<file path="src/design/ivs_pkg.sv">
// shared types, constants and helper functions of the ipa vowel stretcher
package ivs_pkg;

  localparam int IVS_FRACTION_BITS = 8;
  localparam int BYTE_W            = 8;
  localparam int CFG_W             = 10;
  localparam int LEN_W             = 3;
  localparam int CP_W              = 21;

  localparam logic [CFG_W-1:0] CFG_RESET = 10'd256;

  // control of the fractional accumulator
  typedef struct packed {
    logic clear;
    logic add;
    logic sub;
  } acc_ctrl_t;

  // control of the code point fold unit
  typedef struct packed {
    logic load;
    logic step;
  } fold_ctrl_t;

  // character length fixed by a lead byte, 0 for a byte that cannot lead
  function automatic logic [LEN_W-1:0] lead_len(input logic [BYTE_W-1:0] b);
    logic [LEN_W-1:0] len;
    if (b[7] == 1'b0) begin
      len = 3'd1;
    end else if ((b & 8'hE0) == 8'hC0) begin
      len = 3'd2;
    end else if ((b & 8'hF0) == 8'hE0) begin
      len = 3'd3;
    end else if ((b & 8'hF8) == 8'hF0) begin
      len = 3'd4;
    end else begin
      len = 3'd0;
    end
    return len;
  endfunction

  function automatic logic vowel_point(input logic [CP_W-1:0] cp);
    logic v;
    case (cp)
      21'h61, 21'h41, 21'h65, 21'h45, 21'h69, 21'h49,
      21'h6F, 21'h4F, 21'h75, 21'h55, 21'h79, 21'h59,
      21'hE6, 21'hC6, 21'hF8, 21'hD8,
      21'h153, 21'h152,
      21'h250, 21'h251, 21'h252, 21'h254,
      21'h259, 21'h25A, 21'h25B, 21'h25C, 21'h25D, 21'h25E,
      21'h264, 21'h268, 21'h26A, 21'h26F,
      21'h275, 21'h276,
      21'h289, 21'h28A, 21'h28C, 21'h28F: v = 1'b1;
      default: v = 1'b0;
    endcase
    return v;
  endfunction

endpackage

</file>
<file path="src/design/ivs_cp_fold.sv">
// code point decoder: folds one byte of a character per cycle
module ivs_cp_fold
  import ivs_pkg::*;
(
  input  logic              clk_i,
  input  fold_ctrl_t        ctrl_i,
  input  logic [BYTE_W-1:0] byte_i,
  input  logic [LEN_W-1:0]  len_i,
  output logic              vowel_o
);

  logic [CP_W-1:0] cp_q, cp_d;

  always_comb begin
    cp_d = cp_q;
    if (ctrl_i.load) begin
      case (len_i)
        3'd1:    cp_d = CP_W'(byte_i);
        3'd2:    cp_d = CP_W'(byte_i[4:0]);
        3'd3:    cp_d = CP_W'(byte_i[3:0]);
        default: cp_d = CP_W'(byte_i[2:0]);
      endcase
    end else if (ctrl_i.step) begin
      // continuation bytes are taken as they come, top bits ignored
      cp_d = {cp_q[CP_W-7:0], byte_i[5:0]};
    end
  end

  always_ff @(posedge clk_i) begin
    cp_q <= cp_d;
  end

  assign vowel_o = vowel_point(cp_q);

endmodule

</file>
<file path="src/design/ivs_frac_acc.sv">
// fractional vowel accumulator: one add, compare or subtract per cycle
module ivs_frac_acc
  import ivs_pkg::*;
#(
  parameter int FRACTION_BITS = IVS_FRACTION_BITS
) (
  input  logic             clk_i,
  input  logic             rst_ni,
  input  acc_ctrl_t        ctrl_i,
  input  logic [CFG_W-1:0] factor_i,
  output logic             ge_unit_o
);

  localparam int AW = FRACTION_BITS + 2;
  localparam int FW = (AW > CFG_W) ? AW : CFG_W;
  localparam logic [FW-1:0] UNIT_F = FW'(1) << FRACTION_BITS;
  localparam logic [FW-1:0] TOP_F  = FW'(3) << FRACTION_BITS;
  localparam logic [AW-1:0] UNIT_A = AW'(1) << FRACTION_BITS;

  logic [AW-1:0] acc_q, acc_d;
  logic [FW-1:0] factor_ext, factor_clamped, excess_f;

  assign factor_ext     = FW'(factor_i);
  assign factor_clamped = (factor_ext > TOP_F) ? TOP_F : factor_ext;
  // only used while the factor is above one unit
  assign excess_f       = factor_clamped - UNIT_F;

  always_comb begin
    acc_d = acc_q;
    if (ctrl_i.clear) begin
      acc_d = '0;
    end else if (ctrl_i.add) begin
      acc_d = acc_q + AW'(excess_f);
    end else if (ctrl_i.sub) begin
      acc_d = acc_q - UNIT_A;
    end
  end

  always_ff @(posedge clk_i or negedge rst_ni) begin
    if (!rst_ni) begin
      acc_q <= '0;
    end else begin
      acc_q <= acc_d;
    end
  end

  assign ge_unit_o = (acc_q >= UNIT_A);

endmodule

</file>
<file path="src/design/ipa_vowel_stretcher_unit.sv">
// ipa vowel stretcher: top level with byte collection, scan sequencer and output register
//
// Takes a UTF-8 string one byte per word and repeats IPA vowels by the stretch factor
// (1/256 units, clamped to 3.0; 1.0 or less passes bytes unchanged). A byte that only
// completes part of a character returns no word, and the next byte can be taken on the next cycle.
// Otherwise the byte is taken and the sequencer walks the collected bytes: a raw byte is
// emitted as it is, a character is decoded byte by byte in the fold unit, stepped once in
// the accumulator, then emitted byte by byte, a stretched vowel up to two more times.
// A stalled output register holds the sequencer until the word leaves.
// in_ready_o is low while a byte is being worked on; the last output word can still
// wait in the output register while the next byte is taken. Write stretch_factor only
// while the block is idle. run_end_o marks the last word caused by an input byte and
// string_end_o the last word of the string.
module ipa_vowel_stretcher_unit
  import ivs_pkg::*;
#(
  parameter int FRACTION_BITS = IVS_FRACTION_BITS
) (
  input  logic              clk_i,
  input  logic              rst_ni,
  input  logic              stretch_factor_we_i,
  input  logic [CFG_W-1:0]  stretch_factor_i,
  input  logic              in_valid_i,
  output logic              in_ready_o,
  input  logic [BYTE_W-1:0] data_byte_i,
  input  logic              end_of_input_i,
  output logic              out_valid_o,
  input  logic              out_ready_i,
  output logic [BYTE_W-1:0] out_byte_o,
  output logic              run_end_o,
  output logic              string_end_o
);

  localparam int AW = FRACTION_BITS + 2;
  localparam int FW = (AW > CFG_W) ? AW : CFG_W;
  localparam logic [FW-1:0] UNIT_F = FW'(1) << FRACTION_BITS;

  localparam logic [1:0] ST_IDLE   = 2'd0;
  localparam logic [1:0] ST_SCAN   = 2'd1;
  localparam logic [1:0] ST_DECODE = 2'd2;
  localparam logic [1:0] ST_EMIT   = 2'd3;

  logic [1:0] state_q, state_d;
  logic [CFG_W-1:0] cfg_q;

  // character collection
  logic [BYTE_W-1:0] pend_q [3];
  logic [BYTE_W-1:0] pend_d [3];
  logic [1:0]        pcnt_q, pcnt_d;
  logic [LEN_W-1:0]  need_q, need_d;

  // work buffer walked by the sequencer
  logic [BYTE_W-1:0] wbuf_q [4];
  logic [BYTE_W-1:0] wbuf_d [4];
  logic [2:0]        n_q, n_d;
  logic [2:0]        ptr_q, ptr_d;
  logic [2:0]        cs_q, cs_d;
  logic [2:0]        cend_q, cend_d;
  logic              raw_q, raw_d;
  logic              last_q, last_d;
  logic              add_q, add_d;

  logic              out_valid_q, out_valid_d;
  logic [BYTE_W-1:0] out_byte_q, out_byte_d;
  logic              run_end_q, run_end_d;
  logic              str_end_q, str_end_d;

  logic              in_fire, stretch_on, collect;
  logic [LEN_W-1:0]  lead_in, cur_len;
  logic [2:0]        pcnt_inc, avail;
  logic [BYTE_W-1:0] cur_byte;
  logic              take_raw, can_emit, at_end, more, vowel, acc_ge;
  acc_ctrl_t         acc_ctrl;
  fold_ctrl_t        fold_ctrl;

  assign in_ready_o = (state_q == ST_IDLE);
  assign in_fire    = in_valid_i && in_ready_o;
  assign stretch_on = (FW'(cfg_q) > UNIT_F);
  assign lead_in    = lead_len(data_byte_i);
  assign pcnt_inc   = {1'b0, pcnt_q} + 3'd1;
  assign collect    = stretch_on && (((need_q == '0) && (lead_in >= 3'd2)) ||
                                     ((need_q != '0) && (pcnt_inc < need_q)));

  assign cur_byte = wbuf_q[ptr_q[1:0]];
  assign cur_len  = lead_len(cur_byte);
  assign avail    = n_q - ptr_q;
  assign take_raw = raw_q || (cur_len == '0) || (cur_len > avail);
  assign can_emit = !out_valid_q || out_ready_i;
  assign at_end   = (ptr_q + 3'd1 == cend_q);
  assign more     = at_end && vowel && acc_ge;

  always_comb begin
    state_d     = state_q;
    pend_d      = pend_q;
    pcnt_d      = pcnt_q;
    need_d      = need_q;
    wbuf_d      = wbuf_q;
    n_d         = n_q;
    ptr_d       = ptr_q;
    cs_d        = cs_q;
    cend_d      = cend_q;
    raw_d       = raw_q;
    last_d      = last_q;
    add_d       = 1'b0;
    out_valid_d = out_valid_q && !out_ready_i;
    out_byte_d  = out_byte_q;
    run_end_d   = run_end_q;
    str_end_d   = str_end_q;
    acc_ctrl    = '0;
    fold_ctrl   = '0;

    case (state_q)
      ST_IDLE: begin
        if (in_fire) begin
          // held bytes first, the new byte right after them
          for (int k = 0; k < 3; k++) begin
            wbuf_d[k] = (2'(k) < pcnt_q) ? pend_q[k] : data_byte_i;
          end
          wbuf_d[3] = data_byte_i;
          raw_d  = !stretch_on;
          last_d = end_of_input_i;
          ptr_d  = '0;
          n_d    = (collect && !end_of_input_i) ? 3'd0 : pcnt_inc;
          state_d = (collect && !end_of_input_i) ? ST_IDLE : ST_SCAN;

          if (!stretch_on || end_of_input_i) begin
            pcnt_d = '0;
            need_d = '0;
          end else if (need_q == '0) begin
            if (lead_in >= 3'd2) begin
              pend_d[0] = data_byte_i;
              pcnt_d    = 2'd1;
              need_d    = lead_in;
            end else begin
              pcnt_d = '0;
              need_d = '0;
            end
          end else if (pcnt_inc >= need_q) begin
            pcnt_d = '0;
            need_d = '0;
          end else begin
            pend_d[pcnt_q] = data_byte_i;
            pcnt_d         = pcnt_q + 2'd1;
          end
        end
      end

      ST_SCAN: begin
        if (take_raw) begin
          if (can_emit) begin
            out_valid_d = 1'b1;
            out_byte_d  = cur_byte;
            run_end_d   = (ptr_q + 3'd1 == n_q);
            str_end_d   = (ptr_q + 3'd1 == n_q) && last_q;
            ptr_d       = ptr_q + 3'd1;
            if (ptr_q + 3'd1 == n_q) begin
              state_d        = ST_IDLE;
              acc_ctrl.clear = last_q;
            end
          end
        end else begin
          // start of a complete character: lead goes into the fold unit
          fold_ctrl.load = 1'b1;
          cs_d   = ptr_q;
          cend_d = ptr_q + cur_len;
          ptr_d  = ptr_q + 3'd1;
          if (cur_len == 3'd1) begin
            add_d   = 1'b1;
            state_d = ST_EMIT;
          end else begin
            state_d = ST_DECODE;
          end
        end
      end

      ST_DECODE: begin
        fold_ctrl.step = 1'b1;
        ptr_d = ptr_q + 3'd1;
        if (at_end) begin
          add_d   = 1'b1;
          state_d = ST_EMIT;
        end
      end

      ST_EMIT: begin
        if (add_q) begin
          // accumulator step, then rewind to the first byte of the character
          acc_ctrl.add = vowel;
          ptr_d        = cs_q;
        end else if (can_emit) begin
          out_valid_d = 1'b1;
          out_byte_d  = cur_byte;
          run_end_d   = at_end && !more && (cend_q == n_q);
          str_end_d   = at_end && !more && (cend_q == n_q) && last_q;
          if (!at_end) begin
            ptr_d = ptr_q + 3'd1;
          end else if (more) begin
            acc_ctrl.sub = 1'b1;
            ptr_d        = cs_q;
          end else if (cend_q == n_q) begin
            state_d        = ST_IDLE;
            acc_ctrl.clear = last_q;
          end else begin
            ptr_d   = cend_q;
            state_d = ST_SCAN;
          end
        end
      end

      default: begin
        state_d = ST_IDLE;
      end
    endcase
  end

  always_ff @(posedge clk_i or negedge rst_ni) begin
    if (!rst_ni) begin
      state_q     <= ST_IDLE;
      cfg_q       <= CFG_RESET;
      pcnt_q      <= '0;
      need_q      <= '0;
      out_valid_q <= 1'b0;
      add_q       <= 1'b0;
    end else begin
      state_q     <= state_d;
      pcnt_q      <= pcnt_d;
      need_q      <= need_d;
      out_valid_q <= out_valid_d;
      add_q       <= add_d;
      if (stretch_factor_we_i) begin
        cfg_q <= stretch_factor_i;
      end
    end
  end

  always_ff @(posedge clk_i) begin
    pend_d_loop: for (int k = 0; k < 3; k++) begin
      pend_q[k] <= pend_d[k];
    end
    wbuf_d_loop: for (int k = 0; k < 4; k++) begin
      wbuf_q[k] <= wbuf_d[k];
    end
    n_q        <= n_d;
    ptr_q      <= ptr_d;
    cs_q       <= cs_d;
    cend_q     <= cend_d;
    raw_q      <= raw_d;
    last_q     <= last_d;
    out_byte_q <= out_byte_d;
    run_end_q  <= run_end_d;
    str_end_q  <= str_end_d;
  end

  ivs_cp_fold u_fold (
    .clk_i   (clk_i),
    .ctrl_i  (fold_ctrl),
    .byte_i  (cur_byte),
    .len_i   (cur_len),
    .vowel_o (vowel)
  );

  ivs_frac_acc #(
    .FRACTION_BITS (FRACTION_BITS)
  ) u_acc (
    .clk_i     (clk_i),
    .rst_ni    (rst_ni),
    .ctrl_i    (acc_ctrl),
    .factor_i  (cfg_q),
    .ge_unit_o (acc_ge)
  );

  assign out_valid_o  = out_valid_q;
  assign out_byte_o   = out_byte_q;
  assign run_end_o    = run_end_q;
  assign string_end_o = str_end_q;

endmodule

</file>
<file path="config.mk">
export PLATFORM = sky130hd
export DESIGN_NAME = ipa_vowel_stretcher_unit
export DESIGN_NICKNAME = d
export VERILOG_FILES = /design/src/design/ivs_pkg.sv /design/src/design/ivs_cp_fold.sv /design/src/design/ivs_frac_acc.sv /design/src/design/ipa_vowel_stretcher_unit.sv
export SDC_FILE = /design/constraint.sdc
export NUM_CORES = 1
export LEC_CHECK = 0
export ABC_AREA = 1
export BUFFER_PORTS_ARGS = -buffer_cell sky130_fd_sc_hd__buf_2
export CAP_MARGIN = 20
export CORE_MARGIN = 10
export CORE_UTILIZATION = 55
export CTS_CLUSTER_SIZE = 20
export DETAILED_ROUTE_END_ITERATION = 10
export PLACE_DENSITY = 0.8
export SYNTH_ARGS = -nofsm -noshare
export SYNTH_HDL_FRONTEND = slang
export SYNTH_HIERARCHICAL = 1
export SYNTH_SLANG_ARGS = --single-unit
</file>
<file path="constraint.sdc">
create_clock -name clk_i -period 5.69 [get_ports clk_i]
set_input_delay 1.138 -clock clk_i [delete_from_list [all_inputs] [get_ports clk_i]]
set_output_delay 1.138 -clock clk_i [all_outputs]
set_load 0.01 [all_outputs]
</file>
# Word level (Yosys, flattened, before mapping)
# Cells that the tools add are included.
# classes
add_sub_neg	8
magnitude_cmp	13
eq_ne	67
n_mux	98
n_bitwise	6
reduce_logical	41
# op_table
op	n
equality test 21 x 10 -> 1 bit, second input constant	20
equality test 21 x 7 -> 1 bit, second input constant	12
two-way mux 8 bit	11
equality test 21 x 8 -> 1 bit, second input constant	4
two-way mux 3 bit	20
equality test 21 x 9 -> 1 bit, second input constant	2
two-way mux 21 bit	2
two-way mux 10 bit	4
OR reduction 38 bit	1
two-way mux 1 bit	35
two-way mux 2 bit	13
bitwise mux 24 bit	1
two-way mux 24 bit	1
one-hot mux 8 bit (3 select lines)	1
subtractor 10 x 9 -> 10 bit, second input constant	2
binary-select mux 8 bit (select 2 bit)	1
demux 8 bit (select 2 bit)	1
!= test 2 bit, second input constant	8
one-hot mux 8 bit (2 select lines)	1
AND reduction 5 bit	3
logical AND 1 bit	13
one-hot mux 3 bit (4 select lines)	1
adder 10 bit	1
equality test 5 bit, second input constant	2
40 further kinds	73
# totals
reg_bits	130
in_bits	24
out_inout_bits	12
word_cells	257

# Longest topological paths before layout
# depth
ltp_word	15
ltp_mapped	25
depth_no_buf	23

# Hierarchy
# Netlist, hierarchy kept.
# modules_own_cells
mod	n_inst	cells_each	area_per_inst_um2	seq_area_each_um2
ipa_vowel_stretcher_unit	1	489	4916.0	2879.0
ivs_cp_fold	1	131	1114.8	630.6
ivs_frac_acc	1	154	1039.7	250.2

# Worst setup path after synthesis
# OpenSTA, ideal clock, no wires.
# synth_timing
path_type	input port to flip-flop
from	in in_valid_i
to	reg pend_q[16] (netlist bit) (enable)
setup_time_ps	383
t_arrival_ps	2955
required_time_ps	5307
path_slack_ps	2352
cell_stages	4
path_buffers	0
cell_sequence	nand2_1 inv_1 o21ai_0 nor3_1
# synth_via
elab_chain_len	2
# synth_lines
element	line	text
start, declared	ipa_vowel_stretcher_unit.sv:23	input logic in_valid_i,
logical AND 1 bit	ipa_vowel_stretcher_unit.sv:77	assign in_fire = in_valid_i && in_ready_o;
AND reduction 5 bit (no line)	n/a	
end signal, assigned by index	ipa_vowel_stretcher_unit.sv:238	pend_q[k] <= pend_d[k];
end, declared	ipa_vowel_stretcher_unit.sv:47	logic [BYTE_W-1:0] pend_q [3];
# No other way between the ends.
# A chain may end at the register's enable or synchronous reset.

==> results_dict.tcl <==
set metrics [dict create \
    outcome "completed" \
    vias 5303 \
    syn-cell-area_um2 7071 \
    max_slew_margin_pct 46.44 \
    clk_pin_slew_ns 0.06 \
    cellLeakagePower_nw 3.585 \
    cts_setup_buffers 0 \
    clkSinkCount 130 \
    ys_seq_area_share_pct 53.18 \
    start_util_pct 56.03 \
    die_area_um2 17790 \
    viasPerCell 5.298 \
    synthDistinctLibCells 52 \
    setup_viol_count_final 0 \
    synthTopCellsByArea "edfxtp_1 (43%), dfrtp_1 (9.9%), nand2_1 (8.9%)" \
    first_pass_iters 5 \
    grt_antenna_before_repair 0 \
    ant_nets 0 \
    skew_ns 0.01067 \
    grt_pass1_vias 5077 \
    tightest_slew_ns 0.8033 \
    wl_per_cell_um 14.45 \
    drc 0 \
    multi_input_comb_area_um2 2716 \
    fin_crit_sh_pct 70.16 \
    syn-num-nets 836 \
    place_area_um2 7402 \
    grt_setup_unrepaired "false" \
    arrival_ns 4.04 \
    place_hpwl_um 10280 \
    portBuffers 35 \
    grt_pass1_wl_um 24180 \
    crit_type "flip-flop to flip-flop" \
    slew_violations 0 \
    grt.total_usage_pct 16.62 \
    ys_ff_latch 130 \
    fp.dieH_um 133.4 \
    cts_tree "done" \
    synth_top_area_share_pct 42.90 \
    num_antenna_cells 0 \
    cap_violations 0 \
    fmax_mhz 250.5 \
    hold_buffers 0 \
    peakVddDrop_uv 255.6 \
    final.setup.tns_ns 0 \
    synth_common_cells "nand2_1 (167), inv_1 (123), edfxtp_1 (101), nor2_1 (72), o21ai_0 (64)" \
    cp-start-kind "flip-flop" \
    yosys_warnings 6 \
    pin_count 36 \
    wirelength_um 14470 \
    design_area_um2 8005 \
    grt_max_degree 42 \
    clockBufferDepth 2 \
    required_ns 5.74 \
    cts_buffers 17 \
    hp-class "flip-flop to flip-flop" \
    netlist_instances 774 \
    power_density_nw_per_um2 528.7 \
    clk_latency_ns 0.42 \
    cts-resized-gates 0 \
    grt_overflow 0 \
    die_w_um 133.4 \
    fillers 1014 \
    synth_area_per_cell_um2 9.135 \
    syn_to_final_growth_pct 13.22 \
    finalCriticalPeriod_ns 3.992 \
    crit_fanout 27 \
    synth_edf_count 101 \
    synth.most_common_cell "nand2_1" \
    design.core.area_um2 12620 \
    end_kind "flip-flop" \
    finalHoldViolations 0 \
    gp_congestion 0.9169 \
    drive_above_1_share_pct 13.87 \
    h-tree-depth 4 \
    regArea_um2 3760 \
    synth_flop_cell "edfxtp_1" \
    yosysTopAreaCell "edfxtp_1" \
    drtIter0Drc 385 \
    cts-root-buf "clkbuf_16" \
    fin_nets 879 \
    row_count 41 \
    ys_async_sr_fraction_pct 22.31 \
]
==> critical path: stages, from the launching register on <==
cell and delay, ns:
edfxtp_1 0.87, ha_1 0.29, inv_1 0.05, fa_1 0.37, xnor2_1 0.19, xor2_1 0.17, ha_1 0.28, a21oi_1 0.14
a32oi_1 0.07, nor2_1 0.18, nand2_4 0.13, nor2_8 0.35, or2_2 0.52
==> worst paths after layout <==
path                                            startpoint                         end  slack, ns  cells past startpoint
worst max-delay path                    ptr_q[0]$_DFFE_PP_    u_fold/cp_q[0]$_DFFE_PP_       1.70                     12
worst min-delay path            u_acc/acc_q[4]$_DFFE_PN0P_  u_acc/acc_q[4]$_DFFE_PN0P_       0.49                      2
worst max register to register          ptr_q[0]$_DFFE_PP_    u_fold/cp_q[0]$_DFFE_PP_       1.70                     12
worst min register to register  u_acc/acc_q[4]$_DFFE_PN0P_  u_acc/acc_q[4]$_DFFE_PN0P_       0.49                      2
max in group asynchronous                           rst_ni  u_acc/acc_q[0]$_DFFE_PN0P_       4.48                      1
min in group asynchronous                           rst_ni  u_acc/acc_q[6]$_DFFE_PN0P_       0.76                      1
==> layer usage <==
layer / GRT usage [%] / part of all wire (%)
met1: 20.92 / 44
met5: 0 / 0
met4: 5.139 / 1.3
met3: 4.135 / 5.8
met2: 27.56 / 49
==> final cells by class <==
cell class	count	area share (%)
clock inverter	14	2.219
multi-input combinational	494	33.93
timing repair buffer	37	2.376
clock buffer	17	5.314
sequential	130	46.97
inverter	137	6.502
tap	172	2.688
==> layout by cell type, fill, tap and decap left out, types with 3 or more instances in the layout <==
master / instances
dfrtp_1: 28
xnor2_1: 9
nand3_1: 50
buf_2: 35
o21ai_2: 3
nor2_1: 72
a22o_2: 3
o22ai_1: 5
clkbuf_16: 17
inv_6: 6
nor2_2: 3
inv_2: 10
o21ai_0: 64
fa_1: 3
nand4_1: 8
o21ai_1: 7
nor3_1: 6
ha_1: 35
clkinv_1: 3
edfxtp_1: 101
bufinv_16: 3
nand2_1: 167
inv_1: 123
xor2_1: 3
nand2_2: 10
a21oi_1: 19
==> metrics by stage <==
| stage | worst slack [ns] | utilization (%) | power, W | hold slack, ns | cells |
|---|---|---|---|---|---|
| 5_1_grt | 1.442 | 63.43 | 0.004515 | 0.5174 | 1001 |
| 4_1_cts | 1.686 | 63.43 | 0.004242 | 0.4947 | 1001 |
| 3_5_place_dp | 1.739 | 58.66 | 0.003111 | 0.4794 | 970 |
| 6_report | 1.698 | 63.43 | 0.004233 | 0.4923 | 1001 |
| 3_3_place_gp | 1.838 | 58.66 | 0.003061 | 0.4769 | 970 |
| 2_1_floorplan | 2.352 | - | 0.002737 | 0.4555 | 774 |
==> where the power goes <==
group / switching [W] / leakage, nW / internal, W
Clock: 0.000421 / 0.290 / 0.000694
Sequential: 0.000184 / 1.32 / 0.00143
Combinational: 0.00102 / 1.98 / 0.000487
==> logic make-up (layout without fill, tap and decap cells) <==
kind of cell    after synthesis  after routing  synth area share (%)
fa+ha+maj                    38             38                 7.043
flops                       130            130                 53.18
xor+xnor                     12             12                 1.487
buf+inv                     150            205                 8.406
compound gates              113            113                 9.184
mux                           1              1                0.1593
simple gates                330            330                 20.55
No activity file was read; power rests on OpenSTA's default activity.
